## src/trz_ram.sv

```systemverilog
// ----------------------------------------------------------------------------
// Generic RAM
// One write port and one read port with a registered, enabled read.
// ----------------------------------------------------------------------------
module trz_ram #(
   parameter int WIDTH = 16,
   parameter int DEPTH = 256
) (
   input  logic                     clock,
   input  logic                     wr_en,
   input  logic [$clog2(DEPTH)-1:0] wr_addr,
   input  logic [WIDTH-1:0]         wr_data,
   input  logic                     rd_en,
   input  logic [$clog2(DEPTH)-1:0] rd_addr,
   output logic [WIDTH-1:0]         rd_data
);

   logic [WIDTH-1:0] mem [DEPTH];

   // Write and registered read.
   always_ff @(posedge clock) begin
      if (wr_en) begin
         mem[wr_addr] <= wr_data;
      end
      if (rd_en) begin
         rd_data <= mem[rd_addr];
      end
   end

endmodule

```

## config.mk

```make
export PLATFORM = sky130hd
export DESIGN_NAME = trz_ram
export DESIGN_NICKNAME = d
export VERILOG_FILES = /design/src/trz_ram.sv
export SDC_FILE = /design/constraint.sdc
export NUM_CORES = 2
export LEC_CHECK = 0
export BUFFER_PORTS_ARGS = -buffer_cell sky130_fd_sc_hd__buf_2
export CORE_MARGIN = 2
export CORE_UTILIZATION = 33
export DETAILED_ROUTE_END_ITERATION = 8
export GPL_ROUTABILITY_DRIVEN = 0
export GPL_TIMING_DRIVEN = 0
export SETUP_SLACK_MARGIN = 0.3
export SLEW_MARGIN = 20
export SYNTH_ARGS = -nofsm -noshare
export SYNTH_HDL_FRONTEND = slang
export SYNTH_SLANG_ARGS = --single-unit
```

## constraint.sdc

```tcl
create_clock -name clock -period 8.4 [get_ports clock]
set_input_delay 1.68 -clock clock [delete_from_list [all_inputs] [get_ports clock]]
set_output_delay 1.68 -clock clock [all_outputs]
set_load 0.03 [all_outputs]
```

==> results.sh <==
export IMPL_outcome="finished clean"
export IMPL_critPathMaxFanout=10
export IMPL_flop_and_latch_count_out_of_synthesis=4112
export IMPL_routed_via_count=83100
export IMPL_cp_data_required_time_ns=9.07
export IMPL_cts_resized=0
export IMPL_yosys_mux_area_fraction_pct=15.5
export IMPL_timing_setup_critical_path_class="in2reg"
export IMPL_critPathCapture="rd_data[10]"
export IMPL_synth_top_cell_area_share_pct=77.7
export IMPL_fin_crit_ns=6.77
export IMPL_netlist_top_cells_area="edfxtp_1 78%, mux4_2 11%, mux2i_1 3.6%"
export IMPL_synth_ff_type="edfxtp_1"
export IMPL_syn_avg_cell_area_sq_um=21.6
export IMPL_grt_overflow_total=0
export IMPL_design_core_area_sq_um=479000
export IMPL_power_density_nw_per_um2=233
export IMPL_setup_failing_eps_final=0
export IMPL_top_signal_layer_used="met5"
export IMPL_yosys_warnings=0
export IMPL_power_ir_vdd_worst_mv=0.168
export IMPL_antenna_violating_nets_left=0
export IMPL_cts_htree_levels=5
export IMPL_synth_xor_xnor_area_share_pct=0
export IMPL_post_synthesis_sequential_area_ratio_pct=77.7
export IMPL_grt_start_max_net_pins=120
export IMPL_grt_antenna_before_repair=32
export IMPL_grt_total_usage_pct=19.6
export IMPL_post_route_period_util_pct=80.5
export IMPL_max_cap_violations=0
export IMPL_start_kind="input port"
export IMPL_floorplan_rows=254
export IMPL_cts_sinks=4112
export IMPL_p_leak_nw=57.3
export IMPL_fraction_of_final_layout_cells_sized_beyond_drive_strength_1_pct=27.2
export IMPL_worstReg2RegStart="mem[136][14]"
export IMPL_synth_compound_area_share_pct=3.53
export IMPL_ff2ff_path_depth=7
export IMPL_synth_area_sq_um=159000
export IMPL_tritoncts_buffer_count=395
export IMPL_place_worst_setup_slack_ns=1.42
export IMPL_start_util_pct=33.2
export IMPL_clkSlewWorstSetupHoldPaths_ns=0.06
export IMPL_die_area_sq_um=487000
export IMPL_routed_wl_um=492000
export IMPL_met3WireLength_um=55500
export IMPL_clock_tree_buffer_depth=4
export IMPL_vias_per_cell=5.62
export IMPL_async_flop_share_pct=0
export IMPL_report_final_slew_viol_count=0
export IMPL_worst_r2r_setup_slack_ns=4.85
export IMPL_post_synth_top_area_cell="edfxtp_1"
export IMPL_max_clock_freq_ghz=0.148
export IMPL_power_total_mw=43.1
export IMPL_die_w_um=698
export IMPL_chipHeight_um=698
export IMPL_tritoncts="done"
export IMPL_n_fill_cell=42300
export IMPL_cts_hold_buf=0
export IMPL_grt_first_pass_wirelength_um=667000
export IMPL_design_final_nets=8068
export IMPL_finalWorstSetupSlack_ns=1.63
export IMPL_synth_cell_type_count=51
export IMPL_mappedNetlistNets=7395
export IMPL_timing_hold_violations_final=0
export IMPL_endpoint_of_the_most_critical_register_to_register_path="rd_data[14]"
export IMPL_routed_wl_met2_um=226000
export IMPL_rsz0062_at_grt="false"
export IMPL_place_detailed_hpwl_um=337000
export IMPL_actual_slew_at_the_worst_max_slew_pin_ns=1.35
export IMPL_finalCoreUtilization_pct=38.6
export IMPL_post_dp_cell_area_sq_um=172000
export IMPL_timing_max_slew_rel_slack_pct=9.24
export IMPL_ctsRootBufferMaster="clkbuf_16"
export IMPL_source_to_sink_clock_delay_at_the_later_pin_of_the_worst_skew_pair_ns=0.98
export IMPL_areaGrowthSynthToFinish_pct=16.5
export IMPL_synth_simple_area_share_pct=1.57
export IMPL_synthesis_instances=7360
export IMPL_initial_drc_count=13300
export IMPL_drc_errors=0
export IMPL_adder_and_majority_cell_fraction_of_the_synthesized_area_pct=0
export IMPL_synth_top_family_by_area="multiplexers"
export IMPL_dr_pass1_iters=7
export IMPL_portBuffers=40
export IMPL_crit_path_end_kind="flop"
export IMPL_fin_skew_ns=0.0618
export IMPL_via_count_of_the_first_global_routing_pass=81500
export IMPL_met1_routed_wirelength_after_detailed_routing_um=184000
export IMPL_synth_enable_flop_cells=4112
export IMPL_min_delay_path_class="in2reg"
export IMPL_worst_endpoint_arrival_ns=7.44
export IMPL_num_io_pins=51
export IMPL_post_drt_wl_per_cell_um=33.3
export IMPL_cp_startpoint="rd_addr[4]"
export IMPL_postCtsSetupBuffers=0
export IMPL_layout_cell_area_non_filler_sq_um=185000
cell type report:
type,count,area (sq um),share of cell area (%)
antenna,20,50.0,0.0270
clock inverter,255,2720,1.47
timing repair buffer,276,3830,2.07
multi-input combinational,2792,34000,18.4
buffer,452,2780,1.50
inverter,4,15.0,0.00811
sequential,4112,123000,66.7
clock buffer,474,10200,5.51
tap,6400,8010,4.33
sequential cells by signal, summed over array words and instances (netlist names):
| register | count |
|---|---|
| rd_data | 16 |
| mem | 4096 |
worst max-delay path: stages:
cell,delay (ns)
clkbuf_1,0.87
clkbuf_2,0.75
clkbuf_1,0.98
clkbuf_1,0.76
a211oi_1,0.08
o21ai_0,1.07
nand3_1,0.36
nor4_2,0.80
layer usage:
metal | vias up | GRT usage, %
met5 | - | 0
met4 | 16 | 9.24
met3 | 1016 | 5.17
met2 | 5147 | 30.6
met1 | 44200 | 25.5
li1 | 32700 | -
how the worst min path moves through the flow:
| stage | from | to | slack (ns) | depth (start not counted) |
|---|---|---|---|---|
| 2_1_floorplan | mem[232][1] | rd_data[1] | 0.97 | 6 |
| 3_3_place_gp | mem[194][9] | rd_data[9] | 1.32 | 6 |
| 3_5_place_dp | mem[194][3] | rd_data[3] | 1.23 | 6 |
| 4_1_cts | wr_data[4] | mem[26][4] | 1.02 | 1 |
| 5_1_grt | wr_data[4] | mem[26][4] | 1.06 | 1 |
| 6_report | wr_data[4] | mem[26][4] | 1.07 | 1 |
cells in the mapped netlist (all sizes together) (43+ instances only):
cell type	n
nor3	92
nor2	304
clkbuf	230
mux2	88
o22ai	148
mux4	797
o221ai	253
edfxtp	4112
a22oi	43
mux2i	565
a21oi	175
buf	222
report_power, final:
group | switching, mW | internal [mW]
logic | 1.74 | 0.778
clock network | 7.89 | 10.0
registers | 0.0126 | 22.6
kinds of logic (layout without fill, tap and decap cells):
logic type	after synthesis	after routing
muxes	1450	1450
AOI/OAI and AO/OA	786	786
DFF	4112	4112
other	0	20
and+or+nand+nor	556	556
buffers and inverters	456	1461
per-stage QoR:
step / hold slack, ns / TNS [ns] / instances
5_1_grt: 1.06 / 0 / 14800
4_1_cts: 1.02 / 0 / 14800
3_5_place_dp: 1.23 / 0 / 14000
6_report: 1.07 / 0 / 14800
3_3_place_gp: 1.32 / -0.419 / 13800
2_1_floorplan: 0.973 / 0 / 7360
placed cells by master (no fill, tap or decap), types with 26 or more instances in the layout:
master / count
buf_2: 107
clkbuf_1: 262
clkinv_1: 85
buf_8: 75
mux2_2: 88
nor2_2: 183
nand2_1: 38
nand4_1: 26
o22ai_1: 148
nand3_1: 35
mux4_2: 797
mux2i_1: 565
a21oi_1: 175
a22o_1: 32
nor3_1: 84
a22oi_1: 43
o221ai_1: 252
a221oi_1: 28
nor2_4: 74
clkbuf_16: 396
nor2_1: 47
buf_6: 204
o21ai_0: 37
clkbuf_2: 31
edfxtp_1: 4112
bufinv_16: 42
buf_16: 39
buf_4: 39
clkinv_2: 71
No activity file was read; power rests on OpenSTA's default activity.
